File: src/sv/assert_macros.svh
// Concurrent assertion helpers, switched out for synthesis
`ifndef ASSERT_MACROS_SVH
`define ASSERT_MACROS_SVH
`ifndef SYNTHESIS
`define ASSERT_CLK(lbl, clk, rstn, prop) \
    lbl: assert property (@(posedge clk) disable iff (!rstn) prop) \
        else $error("assertion failed");
`define ASSERT_IMPL(lbl, clk, rstn, ante, cons) \
    lbl: assert property (@(posedge clk) disable iff (!rstn) (ante) |-> (cons)) \
        else $error("implication failed");
`else
`define ASSERT_CLK(lbl, clk, rstn, prop)
`define ASSERT_IMPL(lbl, clk, rstn, ante, cons)
`endif
`endif

File: src/sv/rtdlin_pkg.sv
package rtdlin_pkg;

    localparam logic [1:0] ST_OK    = 2'd0;
    localparam logic [1:0] ST_FAULT = 2'd1;
    localparam logic [1:0] ST_RANGE = 2'd2;

    localparam logic [4:0] OP_NONE = 5'd0;
    localparam logic [4:0] OP_LOAD = 5'd1;
    localparam logic [4:0] OP_MRES = 5'd2;
    localparam logic [4:0] OP_RES  = 5'd3;
    localparam logic [4:0] OP_MW   = 5'd4;
    localparam logic [4:0] OP_W    = 5'd5;
    localparam logic [4:0] OP_SQ   = 5'd6;
    localparam logic [4:0] OP_DSQ  = 5'd7;
    localparam logic [4:0] OP_M1   = 5'd8;
    localparam logic [4:0] OP_E1   = 5'd9;
    localparam logic [4:0] OP_MULR = 5'd10;
    localparam logic [4:0] OP_E2   = 5'd11;
    localparam logic [4:0] OP_E3   = 5'd12;
    localparam logic [4:0] OP_E4   = 5'd13;
    localparam logic [4:0] OP_QQ   = 5'd14;
    localparam logic [4:0] OP_QE   = 5'd15;
    localparam logic [4:0] OP_QM   = 5'd16;
    localparam logic [4:0] OP_QC   = 5'd17;
    localparam logic [4:0] OP_CHK  = 5'd18;
    localparam logic [4:0] OP_OUT  = 5'd19;

    localparam logic [15:0] REF_RESET   = 16'd27520;
    localparam logic [15:0] RES_R0      = 16'd6400;
    localparam logic [47:0] K_B         = 48'd231000000;
    localparam logic [63:0] K_W0        = 64'd9775877689600;
    localparam logic [59:0] K_SQ_OFFS   = 60'd800420764;
    localparam logic [31:0] K_RCP_QUAD  = 32'd148743457;
    localparam logic [47:0] K_C4        = 48'd28183;
    localparam logic [47:0] K_C3        = 48'd308864000;
    localparam logic [47:0] K_C2        = 48'd10591846400000;
    localparam logic [47:0] K_C1        = 48'd2222800000000;
    localparam logic [63:0] K_C0_BIASED = 64'd4510970000000000;
    localparam logic [59:0] K_DIV_QUART = 60'd500000000000;
    localparam logic [31:0] K_RCP_QUART = 32'd2361183241;
    localparam logic [31:0] K_QUART_D5  = 32'd244140625;
    localparam logic [20:0] K_QUART_OFFS = 21'd40000;
    localparam logic signed [20:0] T_MIN = -21'sd25600;
    localparam logic signed [20:0] T_MAX = 21'sd108800;
    localparam logic [4:0]  SQ_STEPS    = 5'd29;

    typedef struct packed {
        logic [4:0] op;
    } dp_cmd_t;

    typedef struct packed {
        logic fault;
        logic res_high;
        logic w_neg;
        logic cnt_zero;
    } dp_flags_t;

endpackage

File: src/sv/rtdlin_ctrl.sv
module rtdlin_ctrl
    import rtdlin_pkg::*;
(
    input  logic      clk,
    input  logic      rst_n,
    input  logic      in_valid,
    output logic      in_ready,
    output logic      out_valid,
    input  logic      out_ready,
    input  dp_flags_t flags,
    output dp_cmd_t   cmd
);

    localparam logic [4:0] S_IDLE = 5'd0;
    localparam logic [4:0] S_MRES = 5'd1;
    localparam logic [4:0] S_RES  = 5'd2;
    localparam logic [4:0] S_MW   = 5'd3;
    localparam logic [4:0] S_W    = 5'd4;
    localparam logic [4:0] S_SQ   = 5'd5;
    localparam logic [4:0] S_DSQ  = 5'd6;
    localparam logic [4:0] S_M1   = 5'd7;
    localparam logic [4:0] S_E1   = 5'd8;
    localparam logic [4:0] S_MR2  = 5'd9;
    localparam logic [4:0] S_E2   = 5'd10;
    localparam logic [4:0] S_MR3  = 5'd11;
    localparam logic [4:0] S_E3   = 5'd12;
    localparam logic [4:0] S_MR4  = 5'd13;
    localparam logic [4:0] S_E4   = 5'd14;
    localparam logic [4:0] S_QQ   = 5'd15;
    localparam logic [4:0] S_QE   = 5'd16;
    localparam logic [4:0] S_QM   = 5'd17;
    localparam logic [4:0] S_QC   = 5'd18;
    localparam logic [4:0] S_CHK  = 5'd19;
    localparam logic [4:0] S_OUT  = 5'd20;

    logic [4:0] state_reg, state_next;
    logic       out_valid_reg, out_valid_next;

    assign in_ready  = (state_reg == S_IDLE);
    assign out_valid = out_valid_reg;

    always_comb
    begin
        state_next     = state_reg;
        cmd.op         = OP_NONE;
        out_valid_next = out_valid_reg && !out_ready;
        case (state_reg)
            S_IDLE:
            begin
                if (in_valid)
                begin
                    cmd.op     = OP_LOAD;
                    state_next = flags.fault ? S_OUT : S_MRES;
                end
            end
            S_MRES:
            begin
                cmd.op     = OP_MRES;
                state_next = S_RES;
            end
            S_RES:
            begin
                cmd.op     = OP_RES;
                state_next = flags.res_high ? S_MW : S_M1;
            end
            S_MW:
            begin
                cmd.op     = OP_MW;
                state_next = S_W;
            end
            S_W:
            begin
                cmd.op     = OP_W;
                state_next = flags.w_neg ? S_OUT : S_SQ;
            end
            S_SQ:
            begin
                cmd.op = OP_SQ;
                if (flags.cnt_zero)
                begin
                    state_next = S_DSQ;
                end
            end
            S_DSQ:
            begin
                cmd.op     = OP_DSQ;
                state_next = S_QQ;
            end
            S_QQ:
            begin
                cmd.op     = OP_QQ;
                state_next = S_CHK;
            end
            S_M1:
            begin
                cmd.op     = OP_M1;
                state_next = S_E1;
            end
            S_E1:
            begin
                cmd.op     = OP_E1;
                state_next = S_MR2;
            end
            S_MR2:
            begin
                cmd.op     = OP_MULR;
                state_next = S_E2;
            end
            S_E2:
            begin
                cmd.op     = OP_E2;
                state_next = S_MR3;
            end
            S_MR3:
            begin
                cmd.op     = OP_MULR;
                state_next = S_E3;
            end
            S_E3:
            begin
                cmd.op     = OP_E3;
                state_next = S_MR4;
            end
            S_MR4:
            begin
                cmd.op     = OP_MULR;
                state_next = S_E4;
            end
            S_E4:
            begin
                cmd.op     = OP_E4;
                state_next = S_QE;
            end
            S_QE:
            begin
                cmd.op     = OP_QE;
                state_next = S_QM;
            end
            S_QM:
            begin
                cmd.op     = OP_QM;
                state_next = S_QC;
            end
            S_QC:
            begin
                cmd.op     = OP_QC;
                state_next = S_CHK;
            end
            S_CHK:
            begin
                cmd.op     = OP_CHK;
                state_next = S_OUT;
            end
            S_OUT:
            begin
                if (!out_valid_reg || out_ready)
                begin
                    cmd.op         = OP_OUT;
                    out_valid_next = 1'b1;
                    state_next     = S_IDLE;
                end
            end
            default:
            begin
                state_next = S_IDLE;
            end
        endcase
    end

    always_ff @(posedge clk or negedge rst_n)
    begin
        if (!rst_n)
        begin
            state_reg     <= S_IDLE;
            out_valid_reg <= 1'b0;
        end
        else
        begin
            state_reg     <= state_next;
            out_valid_reg <= out_valid_next;
        end
    end

endmodule

File: src/sv/rtdlin_dp.sv
module rtdlin_dp
    import rtdlin_pkg::*;
(
    input  logic               clk,
    input  logic               rst_n,
    input  logic               cfg_wr_en,
    input  logic [15:0]        cfg_wr_data,
    input  logic [15:0]        rtd_word,
    input  dp_cmd_t            cmd,
    output dp_flags_t          flags,
    output logic signed [17:0] temperature,
    output logic [15:0]        resistance,
    output logic [14:0]        raw_code,
    output logic [1:0]         status
);

    logic [15:0]        ref_reg;
    logic signed [17:0] held_reg;
    logic [14:0]        code_reg;
    logic [15:0]        res_reg;
    logic [1:0]         stat_reg;
    logic               quart_reg;
    logic [63:0]        prod_reg;
    logic [47:0]        acc_reg;
    logic [59:0]        sq_v_reg, sq_root_reg, sq_bit_reg;
    logic [59:0]        rem_reg, qd_reg;
    logic [19:0]        q_reg;
    logic [4:0]         cnt_reg;

    logic [15:0]        mul_a;
    logic [47:0]        mul_b;
    logic [27:0]        dv_a;
    logic [31:0]        dv_b;
    logic [59:0]        dv_prod;
    logic [15:0]        res_new;
    logic [63:0]        w_full;
    logic [59:0]        sq_sum;
    logic signed [20:0] t_val;
    logic               t_ok;

    assign res_new = prod_reg[30:15];
    assign w_full  = K_W0 - prod_reg;
    assign sq_sum  = sq_root_reg + sq_bit_reg;
    assign dv_prod = {32'd0, dv_a} * {28'd0, dv_b};
    assign t_val   = quart_reg ? $signed({1'b0, q_reg} - K_QUART_OFFS)
                               : $signed({1'b0, q_reg});
    assign t_ok    = (t_val >= T_MIN) && (t_val <= T_MAX);

    assign flags.fault    = rtd_word[0];
    assign flags.res_high = (res_new >= RES_R0);
    assign flags.w_neg    = (prod_reg > K_W0);
    assign flags.cnt_zero = (cnt_reg == 5'd0);

    always_comb
    begin
        case (cmd.op)
            OP_MRES:
            begin
                mul_a = {1'b0, code_reg};
                mul_b = {32'd0, ref_reg};
            end
            OP_MW:
            begin
                mul_a = res_reg - RES_R0;
                mul_b = K_B;
            end
            OP_M1:
            begin
                mul_a = res_reg;
                mul_b = K_C4;
            end
            default:
            begin
                mul_a = res_reg;
                mul_b = acc_reg;
            end
        endcase
    end

    always_comb
    begin
        case (cmd.op)
            OP_QQ:
            begin
                dv_a = rem_reg[30:3];
                dv_b = K_RCP_QUAD;
            end
            OP_QE:
            begin
                dv_a = rem_reg[54:27];
                dv_b = K_RCP_QUART;
            end
            default:
            begin
                dv_a = {11'd0, q_reg[16:0]};
                dv_b = K_QUART_D5;
            end
        endcase
    end

    always_ff @(posedge clk or negedge rst_n)
    begin
        if (!rst_n)
        begin
            ref_reg  <= REF_RESET;
            held_reg <= '0;
        end
        else
        begin
            if (cfg_wr_en)
            begin
                ref_reg <= cfg_wr_data;
            end
            if (cmd.op == OP_CHK && t_ok)
            begin
                held_reg <= t_val[17:0];
            end
        end
    end

    always_ff @(posedge clk)
    begin
        case (cmd.op)
            OP_LOAD:
            begin
                code_reg <= rtd_word[15:1];
                res_reg  <= '0;
                stat_reg <= rtd_word[0] ? ST_FAULT : ST_OK;
            end
            OP_MRES, OP_MW, OP_M1, OP_MULR:
            begin
                prod_reg <= {32'd0, mul_a} * {16'd0, mul_b};
            end
            OP_RES:
            begin
                res_reg   <= res_new;
                quart_reg <= (res_new < RES_R0);
            end
            OP_W:
            begin
                stat_reg    <= (prod_reg > K_W0) ? ST_RANGE : ST_OK;
                sq_v_reg    <= {w_full[43:0], 16'd0};
                sq_root_reg <= '0;
                sq_bit_reg  <= 60'd1 << 58;
                cnt_reg     <= SQ_STEPS;
            end
            OP_SQ:
            begin
                if (sq_v_reg >= sq_sum)
                begin
                    sq_v_reg    <= sq_v_reg - sq_sum;
                    sq_root_reg <= (sq_root_reg >> 1) + sq_bit_reg;
                end
                else
                begin
                    sq_root_reg <= sq_root_reg >> 1;
                end
                sq_bit_reg <= sq_bit_reg >> 2;
                cnt_reg    <= cnt_reg - 5'd1;
            end
            OP_DSQ:
            begin
                rem_reg <= K_SQ_OFFS - sq_root_reg;
            end
            OP_QQ:
            begin
                q_reg <= dv_prod[54:35];
            end
            OP_E1:
            begin
                acc_reg <= K_C3 - prod_reg[47:0];
            end
            OP_E2:
            begin
                acc_reg <= K_C2 + prod_reg[47:0];
            end
            OP_E3:
            begin
                acc_reg <= K_C1 + {2'd0, prod_reg[63:18]};
            end
            OP_E4:
            begin
                rem_reg <= prod_reg[59:0] + K_C0_BIASED[59:0];
            end
            OP_QE:
            begin
                q_reg <= {3'd0, dv_prod[59:43]};
            end
            OP_QM:
            begin
                qd_reg <= dv_prod;
            end
            OP_QC:
            begin
                if (rem_reg >= (qd_reg << 11) + K_DIV_QUART)
                begin
                    q_reg <= q_reg + 20'd1;
                end
            end
            OP_CHK:
            begin
                stat_reg <= t_ok ? ST_OK : ST_RANGE;
            end
            OP_OUT:
            begin
                temperature <= held_reg;
                resistance  <= res_reg;
                raw_code    <= code_reg;
                status      <= stat_reg;
            end
            default:
            begin
            end
        endcase
    end

endmodule

File: src/sv/rtd_temperature_linearizer.sv
// Channel | Handshake                  | Payload
// input   | in_valid / in_ready        | rtd_word
// output  | out_valid / out_ready      | temperature, resistance, raw_code, status
// config  | cfg_wr_en                  | cfg_wr_data
// One request at a time: fault words go from the accept straight to the output step,
// the quadratic path runs the 30-step square root (skipped on a negative radicand),
// and quotients come from reciprocal multiplies, with one fix-up on the quartic path.
// A result waits in the output register; the next request is taken meanwhile,
// and a stalled output holds only the final step.
// Reset clears the held temperature and loads the reference resistance.
`include "assert_macros.svh"

module rtd_temperature_linearizer
    import rtdlin_pkg::*;
(
    input  logic               clk,
    input  logic               rst_n,
    input  logic               cfg_wr_en,
    input  logic [15:0]        cfg_wr_data,
    input  logic               in_valid,
    output logic               in_ready,
    input  logic [15:0]        rtd_word,
    output logic               out_valid,
    input  logic               out_ready,
    output logic signed [17:0] temperature,
    output logic [15:0]        resistance,
    output logic [14:0]        raw_code,
    output logic [1:0]         status
);

    dp_cmd_t   cmd;
    dp_flags_t flags;
    logic      t_in_range;

    assign t_in_range = (temperature >= -18'sd25600) && (temperature <= 18'sd108800);

    rtdlin_ctrl u_ctrl (
        .clk       (clk),
        .rst_n     (rst_n),
        .in_valid  (in_valid),
        .in_ready  (in_ready),
        .out_valid (out_valid),
        .out_ready (out_ready),
        .flags     (flags),
        .cmd       (cmd)
    );

    rtdlin_dp u_dp (
        .clk         (clk),
        .rst_n       (rst_n),
        .cfg_wr_en   (cfg_wr_en),
        .cfg_wr_data (cfg_wr_data),
        .rtd_word    (rtd_word),
        .cmd         (cmd),
        .flags       (flags),
        .temperature (temperature),
        .resistance  (resistance),
        .raw_code    (raw_code),
        .status      (status)
    );

    `ASSERT_IMPL(a_fault_res, clk, rst_n, out_valid && status == ST_FAULT, resistance == 16'd0)
    `ASSERT_IMPL(a_ok_in_range, clk, rst_n, out_valid && status == ST_OK, t_in_range)
    `ASSERT_CLK(a_busy_after_accept, clk, rst_n, (in_valid && in_ready) |=> !in_ready)

endmodule

File: config.mk
export PLATFORM = sky130hd
export DESIGN_NAME = rtd_temperature_linearizer
export DESIGN_NICKNAME = d
export VERILOG_FILES = /design/src/sv/rtdlin_pkg.sv /design/src/sv/rtdlin_ctrl.sv /design/src/sv/rtdlin_dp.sv /design/src/sv/rtd_temperature_linearizer.sv
export VERILOG_INCLUDE_DIRS = /design/src /design/src/sv
export SDC_FILE = /design/constraint.sdc
export NUM_CORES = 2
export LEC_CHECK = 0
export ABC_AREA = 1
export BUFFER_PORTS_ARGS = -buffer_cell sky130_fd_sc_hd__buf_2
export CAP_MARGIN = 10
export CORE_MARGIN = 2
export CORE_UTILIZATION = 55
export DETAILED_ROUTE_END_ITERATION = 12
export PLACE_DENSITY = 0.77
export SYNTH_ARGS = -nofsm -noshare
export SYNTH_HDL_FRONTEND = slang
export SYNTH_HIERARCHICAL = 1
export SYNTH_SLANG_ARGS = --single-unit
File: constraint.sdc
create_clock -name clk -period 14.55 [get_ports clk]
set_clock_uncertainty 0.1 [all_clocks]
set_input_delay 1.455 -clock clk [delete_from_list [all_inputs] [get_ports clk]]
set_output_delay 1.455 -clock clk [all_outputs]
set_load 0.05 [all_outputs]
==> results by group <==
Global route
  • Global route total overflow: 0
  • First-pass GRT wire length: 600,400 um
  • Initial antenna violation count: 25
  • Largest net degree at the start of global routing: 93
  • All-Layer GR Usage: 48.67%
  • Vias in the first global route: 92.08k

Clock tree
  • Setup Fix Bufs, Post-CTS: 0
  • Reg clk slew, reported paths: 0.06 ns
  • CTS resizes: 0
  • # H-tree levels: 3
  • CTS root buf: clkbuf_16
  • CTS Sinks: 521
  • Max clock buf depth: 3
  • Hold Buf Count CTS: 0
  • CTS tree: yes
  • CTS Buf Count: 71
  • Clk_lat worst skew: 0.73 ns

Job
  • Max cap viols: 0

STA
  • FMAX: 90.49 MHz
  • Setup repair after global routing missed its margin: false
  • Final Setup Violations: 0
  • Slew HR: 12.63%
  • Worst slew pin tran: 1.297 ns
  • Final Cycle Share: 75.95%
  • Fin crit period: 11.05 ns
  • Hold_ws: 0.3328 ns
  • Setup_tns: 0 ns
  • Final hold violations: 0
  • Final max-slew violation count: 0

Place
  • Dpl cell area: 94,930 um2
  • RD Place Congestion: 1.167
  • Hpwl dp: 341,500 um
  • # port buffers: 89

Critical path
  • Crit path from: out_ready
  • FF-to-FF Start: u_ctrl/state_reg[4]
  • CP most frequent cell: nand2_1
  • Critical Path Fanout Max: 41
  • Critical path class: in2reg
  • Critical path's largest stage delay: 0.86 ns
  • Critical path buffers and inverters: 8
  • WP data arrival: 11.39 ns
  • Slowest library cell on the worst path: nor2_1
  • Critical path launch point type: primary input
  • Crit path max-delay family: simple AND/OR/NAND/NOR gates
  • CP Capture Type: flip-flop
  • Worst Path Required: 14.89 ns

Finish
  • Core Util, Final: 58.50%
  • Final Net Count: 14.48k
  • Synth-to-Final Area Change: 5.924%
  • Final Instance Area: 97,500 um2
  • Most common cell after layout, fill and taps aside: nand2_1
  • Share of layout cells above drive strength 1: 4.065%
  • Most frequent cells in the layout: nand2_1 (2,832), inv_1 (2,761), nor2_1 (1,355)
  • Max reg flops: 64

Logic synthesis
  • Synthesis-stage register bit count: 521
  • Post-synth EDFFs: 481
  • Post-synthesis sequential area ratio: 16.79%
  • Top_reg_cell synth: edfxtp_1
  • Yosys Warn Count: 6
  • Count of different cell masters after synthesis: 68
  • Post-Synthesis Mean Instance Area: 7.301 um2
  • Asr flop ratio synth: 7.678%
  • Cells after synthesis: 12.61k
  • Post-Syn Area: 92,040 um2

Hold path
  • Worst hold path class: reg2reg
  • Hold Startpoint: u_dp/stat_reg[1]

Route
  • DRC violations left: 0
  • Initial drt markers: 12.49k
  • Final wirelength: 416,600 um
  • WL/cell: 27.98 um
  • Drt via density: 6.137
  • Routed Antenna Nets: 0
  • DRT Pass-1 Iters: 10
  • Vias: 91.37k

Die
  • Die X-Extent: 413.1 um
  • Io pins: 90
  • Die area: 170,600 um2
  • Core area: 166,700 um2
  • Starting Density: 55.23%
  • Die Ht: 413.1 um
  • Standard-cell row count: 150

Run status
  • Status: finished clean
==> worst paths after layout <==
| path | end | slack, ns | cells past startpoint |
|---|---|---|---|
| setup / recovery | u_dp/prod_reg[56] | 3.50 | 31 |
| hold / removal | u_dp/status[1] | 0.33 | 0 |
| setup reg to reg | u_dp/prod_reg[56] | 3.65 | 31 |
| hold reg to reg | u_dp/status[1] | 0.33 | 0 |
| max in group asynchronous | u_dp/ref_reg[3] | 12.81 | 1 |
| min in group asynchronous | u_dp/held_reg[4] | 0.84 | 1 |
==> cells in the mapped netlist, types with 115 or more instances <==
cell type  count  share of area (%)
xor2_1       200                1.9
nor2_1      1364                5.6
a21oi_1      564                3.1
edfxtp_1     481                 16
fa_1        1164                 25
o21ai_0      608                3.3
nand3_1      709                3.9
nor3_1       120               0.65
ha_1         670                9.1
nand2_1     2834                 12
nand4_1      154                1.0
clkbuf_1     115               0.47
buf_2        159               0.86
inv_1       2762                 11
==> worst reg2reg max path, delay by kind of cell (launching register included) <==
family	cells	cell delay (ns)
simple gates	13	3.73
compound gates	2	0.62
fa+ha+maj	7	3.41
flops	1	0.54
buf+inv	9	2.25
==> layout make-up <==
class	instances	area [um2]
inverter	2814	10570
timing repair buffer	211	1431
antenna	15	37.54
sequential	521	15450
clock buffer	83	1864
multi-input combinational	8993	64810
clock inverter	48	575.6
tap	2204	2758
fill	15270	69160
==> logic make-up (layout without fill, tap and decap cells) <==
group           count (synthesis)  in the layout  synth area share (%)
other cells                     2             54              0.008159
compound gates               1472           1472                 8.746
fa+ha+maj                    1834           1834                 34.42
mux                             5              5               0.06117
xor+xnor                      267            267                 2.549
buf+inv                      3130           3156                 13.17
flops                         521            521                 16.79
simple gates                 5376           5376                 24.26
==> stage by stage <==
step	setup slack [ns]	std cells
floorplan	5.581	12640
global placement	3.238	14740
detailed placement	3.224	14740
CTS	3.949	14870
global route	3.267	14880
finish	3.499	14890
==> layer usage <==
layer	track usage (%)	wire, um
met1	57.74	144100
met2	73.66	178200
met3	14.91	52600
met4	37.90	41620
met5	0	106
Power is left out: the tool's default activity adds up to more than one toggle a clock period on the data nets, which glitch-free logic cannot reach.
